File: src/sv/kbl_pkg.sv
// Shared types, codes and defaults for the keyed balance ledger.
package kbl_pkg;

	localparam int DEF_MAX_ENTRIES   = 64;
	localparam int DEF_ADDRESS_BYTES = 20;
	localparam int AMT_W             = 64;

	localparam logic [2:0] CMD_DEPOSIT = 3'd0;
	localparam logic [2:0] CMD_BIND    = 3'd1;
	localparam logic [2:0] CMD_UNBIND  = 3'd2;
	localparam logic [2:0] CMD_PAY     = 3'd3;
	localparam logic [2:0] CMD_GET     = 3'd4;
	localparam logic [2:0] CMD_RELEASE = 3'd5;

	localparam logic [1:0] ST_OK    = 2'd0;
	localparam logic [1:0] ST_FULL  = 2'd1;
	localparam logic [1:0] ST_SHORT = 2'd2;

	typedef struct packed {
		logic [2:0]       cmd;
		logic [63:0]      owner_word0;
		logic [63:0]      owner_word1;
		logic [31:0]      owner_word2;
		logic [AMT_W-1:0] amount;
	} kbl_in_t;

	typedef struct packed {
		logic [1:0]       status;
		logic [AMT_W-1:0] free_amount;
		logic [AMT_W-1:0] locked_amount;
	} kbl_out_t;

	typedef struct packed {
		logic [AMT_W-1:0] free_bal;
		logic [AMT_W-1:0] locked_bal;
	} kbl_bal_t;

	// controls for the shared adder
	typedef struct packed {
		logic             sub;
		logic [AMT_W-1:0] a;
		logic [AMT_W-1:0] b;
	} kbl_alu_req_t;

	typedef struct packed {
		logic [AMT_W-1:0] sum;
		logic             borrow;
	} kbl_alu_rsp_t;

endpackage

File: src/sv/kbl_alu.sv
// Shared 64-bit add/subtract unit with borrow-out for shortfall detection.
module kbl_alu (
	input  kbl_pkg::kbl_alu_req_t req,
	output kbl_pkg::kbl_alu_rsp_t rsp
);
	import kbl_pkg::*;

	logic [AMT_W:0] wide;

	always_comb begin
		if (req.sub) begin
			wide = {1'b0, req.a} - {1'b0, req.b};
		end else begin
			wide = {1'b0, req.a} + {1'b0, req.b};
		end
		rsp.sum    = wide[AMT_W-1:0];
		rsp.borrow = req.sub & wide[AMT_W];
	end

endmodule

File: config.mk
export PLATFORM = sky130hd
export DESIGN_NAME = kbl_alu
export DESIGN_NICKNAME = d
export VERILOG_FILES = /design/src/sv/kbl_pkg.sv /design/src/sv/kbl_alu.sv
export SDC_FILE = /design/constraint.sdc
export NUM_CORES = 1
export LEC_CHECK = 0
export BUFFER_PORTS_ARGS = -buffer_cell sky130_fd_sc_hd__buf_2
export CAP_MARGIN = 10
export CORE_MARGIN = 2
export CORE_UTILIZATION = 45
export DETAILED_ROUTE_END_ITERATION = 16
export PLACE_DENSITY = 0.74
export SLEW_MARGIN = 20
export SYNTH_ARGS = -nofsm -noshare
export SYNTH_HDL_FRONTEND = slang
export SYNTH_SLANG_ARGS = --single-unit
File: constraint.sdc
create_clock -name vclk -period 7.3
set_clock_uncertainty 0.1 [all_clocks]
set_input_delay 0.73 -clock vclk [all_inputs]
set_output_delay 0.73 -clock vclk [all_outputs]
set_load 0.1 [all_outputs]
* Yosys cells after proc, flatten, opt, wreduce, memory -nomap -nowiden
Cells that the tools add are included.
** Operators by class
- Add/subtract/negate cells :: 2
- Multiplexer cells :: 1
- Bitwise logic cells :: 1
** Operators with widths (count)
- $add A64 B64 Y65 :: 1
- $mux W65 :: 1
- $sub A64 B64 Y65 :: 1
- $and A1 B1 Y1 :: 1
** Storage, ports and cells
- Flip-flop bits (word level) :: 0
- Input port bits :: 129
- Output and inout bits :: 65
- Word-level logic and storage cells :: 4

* Longest topological paths before layout
Gate-level depths: netlist of the first run.
- Word-level depth :: 3
- Depth in mapped cells :: 21
- Depth with buffers taken out :: 20

* Worst setup path after synthesis of the first run
Ideal clock, no wire load.
- Path kind :: input-to-output
- Start point :: input req[9] (netlist name)
- End point :: output rsp[64] (netlist name)
- Arrival time :: 6537 ps
- Required time :: 6470 ps
- Path slack :: -67 ps
- Cell stages on the path :: 21
- Buffers on the path :: 3
- Cell sequence :: or4_4 -> nor4_4 -> and2_4 -> and4_4 -> and3_1 -> buf_6 -> nor3b_4 -> and3_1 -> buf_4 -> a21oi_1 -> xnor2_1 -> ha_1 -> clkbuf_1 -> a21o_1 -> a21o_1 -> a21o_1 -> a21oi_1 -> o21ai_0 -> mux2i_1 -> o41ai_1 -> nor3_1
** RTL lines
- start, declared :: line kbl_alu.sv:3 : input kbl_pkg::kbl_alu_req_t req,
- end, declared :: line kbl_alu.sv:4 : output kbl_pkg::kbl_alu_rsp_t rsp

==> results of run 1 <==
## through the flow
step / power, mW / std cells / hold slack, ns
finish: 1.68 / 1107 / 1.91
global route: 1.76 / 1106 / 1.94
CTS: 1.67 / 1103 / 1.92
detailed placement: 1.66 / 1103 / 1.92
global placement: 1.67 / 1103 / 1.91
floorplan: 1.39 / 798 / 1.82
## routing by layer
layer	routed length (um)	GRT usage (%)	share of wire, %	vias up
li1	-	-	-	3239
met1	8030	37.8	45	2902
met2	7930	45.2	45	279
met3	1490	3.66	8.4	28
met4	331	4.61	1.9	2
met5	13	0	0.073	-
## logic make-up (layout without fill, tap and decap cells)
family / after synthesis / count (layout) / share of synthesized area, %
fa+ha+maj: 66 / 66 / 16.2
simple gates: 279 / 279 / 26.6
buf+inv: 63 / 225 / 4.85
xor+xnor: 121 / 121 / 20.5
compound gates: 267 / 267 / 31.4
mux: 2 / 2 / 0.388
other cells: 0 / 4 / 0
## critical path, stage by stage
cell	delay, ns
buf_2	0.12
or3_1	0.45
nor3_1	0.31
nand2b_1	0.16
nor4_1	0.49
nor2b_1	0.30
and3_1	0.30
a21oi_1	0.11
xnor2_1	0.16
ha_1	0.42
nand4_1	0.18
or4_1	0.51
nor2_1	0.10
o21ai_0	0.13
a21oi_1	0.38
a21oi_1	0.19
o31ai_1	0.32
xor2_1	0.19
buf_2	0.45
## power by group
group / switching [mW] / leakage [nW] / internal [mW]
Sequential: 0 / 0 / 0
Combinational: 1.33 / 2.84 / 0.349
Clock: 0 / 0.0000254 / 0.0000000733
## final timing paths
| check | slack, ns | from | cells past startpoint | to |
|---|---|---|---|---|
| min | 1.91 | req[0] | 4 | rsp[1] |
| max | 0.49 | req[5] | 19 | rsp[63] |
## area by class of cell
| cell class | instances | area [um2] |
|---|---|---|
| fillers | 1207 | 5130 |
| multi-input cells | 735 | 4910 |
| repair buffers | 195 | 978 |
| well taps | 143 | 179 |
| inverters | 30 | 113 |
| diodes | 4 | 10.0 |
## cell usage after synthesis (2+ instances only)
master / n / area (um2)
a2111oi_0: 3 / 26.3
a211o_1: 2 / 17.5
a211oi_1: 6 / 45.0
a21boi_0: 3 / 22.5
a21o_1: 27 / 203
a21oi_1: 114 / 571
a311oi_1: 2 / 17.5
a31oi_1: 15 / 93.8
a41oi_1: 4 / 35.0
and2_1: 8 / 50.1
and3_1: 8 / 50.1
and4_1: 2 / 17.5
buf_1: 2 / 7.51
buf_2: 2 / 10.0
clkbuf_1: 27 / 101
ha_1: 65 / 813
inv_1: 30 / 113
mux2i_1: 2 / 20.0
nand2_1: 68 / 255
nand2b_1: 8 / 50.1
nand3_1: 12 / 60.1
nand3b_1: 2 / 15.0
nand4_1: 23 / 144
nor2_1: 82 / 308
nor2b_1: 8 / 50.1
nor3_1: 30 / 150
nor4_1: 9 / 56.3
nor4b_1: 2 / 17.5
o211a_1: 2 / 20.0
o211ai_1: 4 / 30.0
o21a_1: 7 / 52.6
o21ai_0: 48 / 240
o21ba_2: 2 / 20.0
o21bai_1: 12 / 90.1
o31ai_1: 5 / 37.5
o41ai_1: 2 / 17.5
or2_2: 4 / 25.0
or3_1: 5 / 31.3
or4_1: 3 / 22.5
xnor2_1: 98 / 858
xor2_1: 23 / 201
## layout by cell type (no fill, tap or decap), drive strengths merged, types with 8 or more instances in the layout
master and count:
nor2b 8, nor4 10, nor2 82, a21oi 114, o21ai 48, nor3 30, a31oi 15, a21o 27
nand2b 8, nand4 23, ha 65, nand2 68, inv 30, and2 9, o21bai 12, xor2 23
nand3 12, xnor2 98, and3 8, buf 195
==> flow_metrics.tcl, run 1 <==
set metrics [dict create \
    outcome "finished clean" \
    die_h_um 111 \
    initial_core_util_pct 45.6 \
    holdBufCountCts 0 \
    critical_path_arrival_ns 5.98 \
    fin_ws_ns 0.488 \
    hold_class "in2out" \
    leakage_nw 2.84 \
    grt_max_degree 37 \
    rsz0062_at_grt "false" \
    routed_wl_mm 17.8 \
    drc_errors 0 \
    viasPerCell 5.83 \
    fmax_mhz 147 \
    fin_crit_ns 6.81 \
    ir_drop_mv 0.305 \
    clockBufferCount 0 \
    hold_violations 0 \
    slew_viol_final 0 \
    cp_max_fo 7 \
    grt-ovfl-total 0 \
    drt_iter0_drc 421 \
    post_synth_num_cell_types 58 \
    ys_seq_area_share_pct 0 \
    avgRoutedWirePerCell_um 16.1 \
    final_area_um2 6190 \
    post_cts_resized 0 \
    placementRows 39 \
    cp-start-kind "input pin" \
    area_delta_synth_final_pct 20.1 \
    antenna_found_initial 5 \
    die_area_um2 12300 \
    numPortBuffers 194 \
    seq_area_um2 0 \
    maxSlewHeadroom_pct 50.9 \
    fin_nets 1157 \
    required_ns 6.47 \
    powerDensity_nw_per_um2 271 \
    place_area_um2 6180 \
    seq_cells 0 \
    synth.avg_cell_area_um2 6.46 \
    postCtsSetupBuffers 0 \
    setup_viol 0 \
    worstMarginPinSlew_ns 0.729 \
    synth.net_count 993 \
    core_area_um2 11300 \
    post-place-ws_ns 0.532 \
    io_pins 194 \
    end_kind "output pin" \
    gp_congestion 0.935 \
    drive_above_1_share_pct 21.6 \
    max-cap-violations 0 \
    crit_type "in2out" \
    setup_tns_ns 0 \
    drtPass1Iterations 5 \
    grt_usage_pct 27.1 \
    syn_inst 798 \
    hpwlAfterDp_mm 15.3 \
    utilization_pct 54.7 \
    routed-via-count 6450 \
    timing.final.crit_share_pct 93.3 \
    ys_warn_count 0 \
    synth_area_um2 5160 \
    die_w_um 111 \
    grt_pass1_wl_mm 28.5 \
    grt_pass1_vias 5944 \
    drtAntennaViolNets 0 \
]
No activity file was read; power rests on OpenSTA's default activity.
==> run 2: changes to the inputs <==
--- a/config.mk
+++ b/config.mk
@@ -5,12 +5,13 @@
 export SDC_FILE = /design/constraint.sdc
 export NUM_CORES = 1
 export LEC_CHECK = 0
+export ABC_AREA = 1
 export BUFFER_PORTS_ARGS = -buffer_cell sky130_fd_sc_hd__buf_2
 export CAP_MARGIN = 10
 export CORE_MARGIN = 2
 export CORE_UTILIZATION = 45
 export DETAILED_ROUTE_END_ITERATION = 16
-export PLACE_DENSITY = 0.74
+export PLACE_DENSITY = 0.69
 export SLEW_MARGIN = 20
 export SYNTH_ARGS = -nofsm -noshare
 export SYNTH_HDL_FRONTEND = slang
==> flow_metrics.tcl, run 2 <==
set metrics [dict create \
    outcome "finished clean" \
    routed_wl_mm 33.2 \
    crit_chain "buf_2, inv_1, buf_4, o21ai_2, nand2_1, inv_1, nand3_1, nand2_1, inv_1, ha_1, nand2_1, nor2_1, nand2_1, inv_1, nand2_1, nor2_1, nand2_1, nand3_1, nand2_1, nand2_1, buf_2" \
    slew_viol_final 0 \
    end_kind "output pin" \
    hold_violations 0 \
    worstMarginPinSlew_ns 0.892 \
    synth.most_common_cell "nand2_1" \
    fin_ws_ns 2.12 \
    antenna_found_initial 1 \
    fin_crit_ns 5.18 \
    die_h_um 141 \
    viasPerCell 4.99 \
    drtPass1Iterations 5 \
    fin_cells 2231 \
    io_pins 194 \
    gp_congestion 0.991 \
    place_area_um2 9650 \
    min_path_cells 4 \
    die_area_um2 19800 \
    rsz0062_at_grt "false" \
    synth.area.top_cells "nand2_1, inv_1, ha_1, nor2_1, xor2_1" \
    postCtsSetupBuffers 0 \
    critical_path_arrival_ns 4.35 \
    cp_max_fo 21 \
    drt_iter0_drc 843 \
    cp_slowest_cell "ha_1" \
    layout_common_cells "nand2_1, inv_1, buf_2" \
    ir_drop_mv 0.185 \
    maxSlewHeadroom_pct 39.9 \
    placementRows 49 \
    clockBufferCount 0 \
    post_synth_num_cell_types 34 \
    fin_nets 2198 \
    setup_tns_ns 0 \
    die_w_um 141 \
    power.total_mw 1.72 \
    worst_path_most_repeated_cell "nand2_1" \
    timing.hold.ws_ns 1.91 \
    holdPathEnd "rsp[1]" \
    cp-start-kind "input pin" \
    ys_seq_area_share_pct 0 \
    drtAntennaViolNets 0 \
    setup_viol 0 \
    drive_above_1_share_pct 13.1 \
    holdBufCountCts 0 \
    powerDensity_nw_per_um2 178 \
    ys_warn_count 0 \
    post-place-ws_ns 2.17 \
    yosysTopAreaCell "nand2_1" \
    seq_area_um2 0 \
    numPortBuffers 194 \
    utilization_pct 53.2 \
    grt_pass1_vias 10000 \
    avgRoutedWirePerCell_um 14.9 \
    area_delta_synth_final_pct 14.8 \
    final_common_cell "nand2_1" \
    routed-via-count 11100 \
    grt_usage_pct 32.5 \
    crit_type "in2out" \
    initial_core_util_pct 46.3 \
    grt-ovfl-total 0 \
    hold_class "in2out" \
    leakage_nw 6.34 \
    dp.cells 2230 \
    grt_max_degree 24 \
    core_area_um2 18100 \
    synth_top_cell_area_share_pct 34.8 \
    timing.final.crit_share_pct 71.0 \
    max_stage_delay_ns 0.44 \
    hpwlAfterDp_mm 30.2 \
    synth.net_count 2008 \
    required_ns 6.47 \
    syn_inst 1813 \
    max-cap-violations 0 \
    seq_cells 0 \
    grt_pass1_wl_mm 50.8 \
    holdCritStartpoint "req[0]" \
    post_cts_resized 0 \
    synth.avg_cell_area_um2 4.64 \
    drc_errors 0 \
    final_area_um2 9650 \
    fmax_mhz 193 \
    synth_area_um2 8410 \
    synthTopCellsByCount "nand2_1, inv_1, nor2_1" \
]
-- run 2: changes by cell type in the layout (fill, tap and decap cells not counted), moves of 51 or more --
cell	change
a21oi_1	-64
nor2_1	+96
inv_1	+388
nand2_1	+712
xnor2_1	-91
xor2_1	+51
nand3_1	+69
-- run 2: kinds of logic after synthesis --
logic type                 count (synthesis)  synth area share, %
and+or+nand+nor                         1150                 56.8
buffers and inverters                    432                 19.3
xor gates and xnor gates                  81                 8.44
AOI/OAI and AO/OA                         84                 5.49
adders and majority gates                 66                 9.91
-- run 2: how the worst max path moves through the flow --
stage	startpoint	end	slack, ns	depth (start not counted)
after floorplan	req[1]	rsp[32]	2.28	16
after global placement	req[128]	rsp[56]	2.18	21
after detailed placement	req[128]	rsp[56]	2.17	21
after CTS	req[128]	rsp[56]	2.16	21
after global routing	req[128]	rsp[52]	1.87	21
final	req[128]	rsp[56]	2.12	21
-- run 2: per-layer routing --
metal	track usage (%)	up-vias	part of all wire [%]
met1	48.2	4908	47
met3	0.577	45	7.1
met4	8.00	0	2.9
li1	-	5757	-
met2	52.1	415	43
met5	0	-	0
-- run 2: critical path: cells and delay by family --
family	cells	cell delay, ns
adder cells (fa/ha/maj)	1	0.44
AND/OR/NAND/NOR	12	1.30
buffers and inverters	7	1.76
AO/OA/AOI/OAI	1	0.11
-- run 2: power breakdown --
group | internal [mW] | switching (mW)
logic | 0.340 | 1.38
registers | 0 | 0
clock network | 0.0000000183 | 0
-- run 2: layout make-up --
type	count	area (um2)
inverter	424	1590
multi-input combinational	1381	6780
antenna	1	2.50
tap	229	287
timing repair buffer	196	986
fill	2136	8500
==> run 3: changes to the inputs <==
--- a/config.mk
+++ b/config.mk
@@ -5,13 +5,13 @@
 export SDC_FILE = /design/constraint.sdc
 export NUM_CORES = 1
 export LEC_CHECK = 0
-export ABC_AREA = 1
+export ABC_AREA = 0
 export BUFFER_PORTS_ARGS = -buffer_cell sky130_fd_sc_hd__buf_2
 export CAP_MARGIN = 10
 export CORE_MARGIN = 2
 export CORE_UTILIZATION = 45
 export DETAILED_ROUTE_END_ITERATION = 16
-export PLACE_DENSITY = 0.69
+export PLACE_DENSITY = 0.77
 export SLEW_MARGIN = 20
 export SYNTH_ARGS = -nofsm -noshare
 export SYNTH_HDL_FRONTEND = slang
==> constraint.sdc (replaced) <==
create_clock -name vclk -period 4.2
set_clock_uncertainty 0.1 [all_clocks]
set_input_delay 0.42 -clock vclk [all_inputs]
set_output_delay 0.42 -clock vclk [all_outputs]
set_load 0.1 [all_outputs]
==> flow_metrics.tcl, run 3 <==
set metrics [dict create \
    initial_core_util_pct 45.6 \
    numPortBuffers 194 \
    die_h_um 111 \
    post_synth_num_cell_types 58 \
    ys_seq_area_share_pct 0 \
    synth_area_um2 5160 \
    synthTopCellsByCount "a21oi_1, xnor2_1, nor2_1" \
    syn_inst 798 \
    hpwlAfterDp_mm 25.3 \
    gp_congestion 1.08 \
    placementRows 39 \
    error "[ERROR DPL-0038] Utilization greater than 100%, impossible to legalize" \
    die_w_um 111 \
    lastStage "clock tree synthesis" \
    post-place-ws_ns -1.26 \
    synth.area.top_cells "xnor2_1, ha_1, a21oi_1, nor2_1, nand2_1" \
    synth_top_cell_area_share_pct 16.6 \
    post_cts_resized 169 \
    outcome "did not finish" \
    synth.avg_cell_area_um2 6.46 \
    dp.cells 1411 \
    ys_warn_count 0 \
    postCtsSetupBuffers 62 \
    synth.net_count 993 \
    synth.most_common_cell "a21oi_1" \
    holdBufCountCts 0 \
    io_pins 194 \
    yosysTopAreaCell "xnor2_1" \
]
==> run 3: changes by cell type after synthesis, sizes merged, moves of 51 or more <==
cell   delta
a21oi    +64
nand2   -728
xor2     -51
nor2    -125
xnor2    +91
inv     -390
nand3    -77
==> run 3: kinds of logic after synthesis <==
logic type	count (synthesis)	synth area share, %
AOI/OAI and AO/OA	267	31.4
xor gates and xnor gates	121	20.5
adders and majority gates	66	16.2
buffers and inverters	63	4.85
muxes	2	0.388
and+or+nand+nor	279	26.6
==> run 3: stage by stage <==
step	area, um2	utilization (%)
global placement	10600	93.2
floorplan	6410	-
detailed placement	10600	93.2
==> run 4: changes to the inputs <==
--- a/config.mk
+++ b/config.mk
@@ -9,9 +9,9 @@
 export BUFFER_PORTS_ARGS = -buffer_cell sky130_fd_sc_hd__buf_2
 export CAP_MARGIN = 10
 export CORE_MARGIN = 2
-export CORE_UTILIZATION = 45
+export CORE_UTILIZATION = 30
 export DETAILED_ROUTE_END_ITERATION = 16
-export PLACE_DENSITY = 0.77
+export PLACE_DENSITY_LB_ADDON = 0.15
 export SLEW_MARGIN = 20
 export SYNTH_ARGS = -nofsm -noshare
 export SYNTH_HDL_FRONTEND = slang
==> constraint.sdc (replaced) <==
create_clock -name vclk -period 5.45
set_clock_uncertainty 0.1 [all_clocks]
set_input_delay 0.545 -clock vclk [all_inputs]
set_output_delay 0.545 -clock vclk [all_outputs]
set_load 0.1 [all_outputs]
==> flow_metrics.tcl, run 4 (synthesis results as in run 1) <==
set metrics [dict create \
    fin_cells 1401 \
    avgRoutedWirePerCell_um 15.7 \
    drt_iter0_drc 348 \
    die_w_um 135 \
    initial_core_util_pct 30.9 \
    die_h_um 135 \
    drc_errors 0 \
    fin_nets 1375 \
    io_pins 194 \
    leakage_nw 4.36 \
    clockBufferCount 0 \
    hpwlAfterDp_mm 19.0 \
    placementRows 47 \
    crit_type "in2out" \
    holdCritStartpoint "req[127]" \
    cp_max_fo 6 \
    required_ns 4.81 \
    seq_area_um2 0 \
    maxSlewHeadroom_pct 55.8 \
    area_delta_synth_final_pct 81.8 \
    cp-start-kind "input pin" \
    worst_path_most_repeated_cell "a21o_1" \
    drtPass1Iterations 5 \
    cp_slowest_cell "or4_4" \
    grt_pass1_vias 6785 \
    post-place-ws_ns -0.490 \
    routed-via-count 7196 \
    grt_usage_pct 22.4 \
    max_stage_delay_ns 0.57 \
    max-cap-violations 0 \
    timing.hold.ws_ns 1.55 \
    seq_cells 0 \
    setup_tns_ns 0 \
    crit_start "req[9]" \
    viasPerCell 5.14 \
    fmax_mhz 186 \
    min_path_cells 5 \
    final_common_cell "buf_4" \
    grt-ovfl-total 0 \
    hold_class "in2out" \
    dp.cells 1379 \
    fill_cells 1622 \
    outcome "finished clean" \
    rsz0062_at_grt "true" \
    grt_pass1_wl_mm 33.2 \
    slew_viol_final 0 \
    crit_path_end "rsp[0]" \
    crit_chain "buf_6, or4_4, nor4_4, and2_4, and4_4, and3_4, a21oi_1, xnor2_1, ha_1, buf_4, a21o_1, a21o_1, a2111oi_4, o31ai_4, a21o_1, a31oi_4, o21a_1, o41ai_4, a31oi_2, buf_12" \
    layout_common_cells "buf_4, buf_2, a21oi_1" \
    powerDensity_nw_per_um2 327 \
    worstMarginPinSlew_ns 0.663 \
    critical_path_arrival_ns 4.73 \
    antenna_found_initial 2 \
    hold_violations 0 \
    fin_ws_ns 0.0770 \
    core_area_um2 16700 \
    grt_max_degree 40 \
    ir_drop_mv 0.220 \
    end_kind "output pin" \
    timing.final.crit_share_pct 98.6 \
    holdBufCountCts 0 \
    drive_above_1_share_pct 46.1 \
    numPortBuffers 194 \
    drtAntennaViolNets 0 \
    fin_crit_ns 5.37 \
    die_area_um2 18300 \
    setup_viol 0 \
    routed_wl_mm 22.0 \
    gp_congestion 0.983 \
]
[run 4: per-layer routing]
layer / vias to the layer above / share of wire [%] / GRT usage, %
met5: - / 0 / 0
met4: 0 / 1.5 / 2.31
met3: 21 / 6.1 / 2.06
met2: 233 / 48 / 39.7
met1: 3268 / 44 / 30.5
li1: 3674 / - / -
[run 4: worst min path at each step]
| stage | to | slack, ns |
|---|---|---|
| final | rsp[0] | 1.55 |
| after global routing | rsp[0] | 1.57 |
| after CTS | rsp[0] | 1.54 |
| after detailed placement | rsp[0] | 1.54 |
| after global placement | rsp[0] | 1.53 |
| after floorplan | rsp[0] | 1.41 |
[run 4: report_power, final]
part           internal, mW  switching (mW)
Sequential                0               0
Combinational          1.06            2.00
Clock          0.0000000736               0
[run 4: timing repair]
action | CTS | global route
setup endpoints to repair | 19 | 23
gates resized for setup | 30 | 89
buffers inserted | 5 | 18
pin swaps | 21 | 58
[run 4: layout make-up]
cell class         count  area [um2]  area share (%)
inverters             30         113            1.20
multi-input cells    735        5800            61.9
well taps            220         275            2.94
diodes                 3        7.51          0.0801
repair buffers       413        3180            33.9
[run 4: critical path: cells and delay by family]
family / cells / cell delay, ns
AOI/OAI and AO/OA: 10 / 1.89
xor gates and xnor gates: 1 / 0.15
adders and majority gates: 1 / 0.29
buffers and inverters: 3 / 0.44
and+or+nand+nor: 5 / 1.40
[run 4: stage by stage]
| stage | utilization (%) | instance area [um2] | total power, mW |
|---|---|---|---|
| finish | 56.2 | 9380 | 3.07 |
| floorplan | - | 5590 | 1.98 |
| CTS | 53.2 | 8880 | 2.97 |
| global placement | 52.2 | 8720 | 2.94 |
| detailed placement | 52.2 | 8720 | 2.94 |
| global route | 56.1 | 9370 | 3.21 |
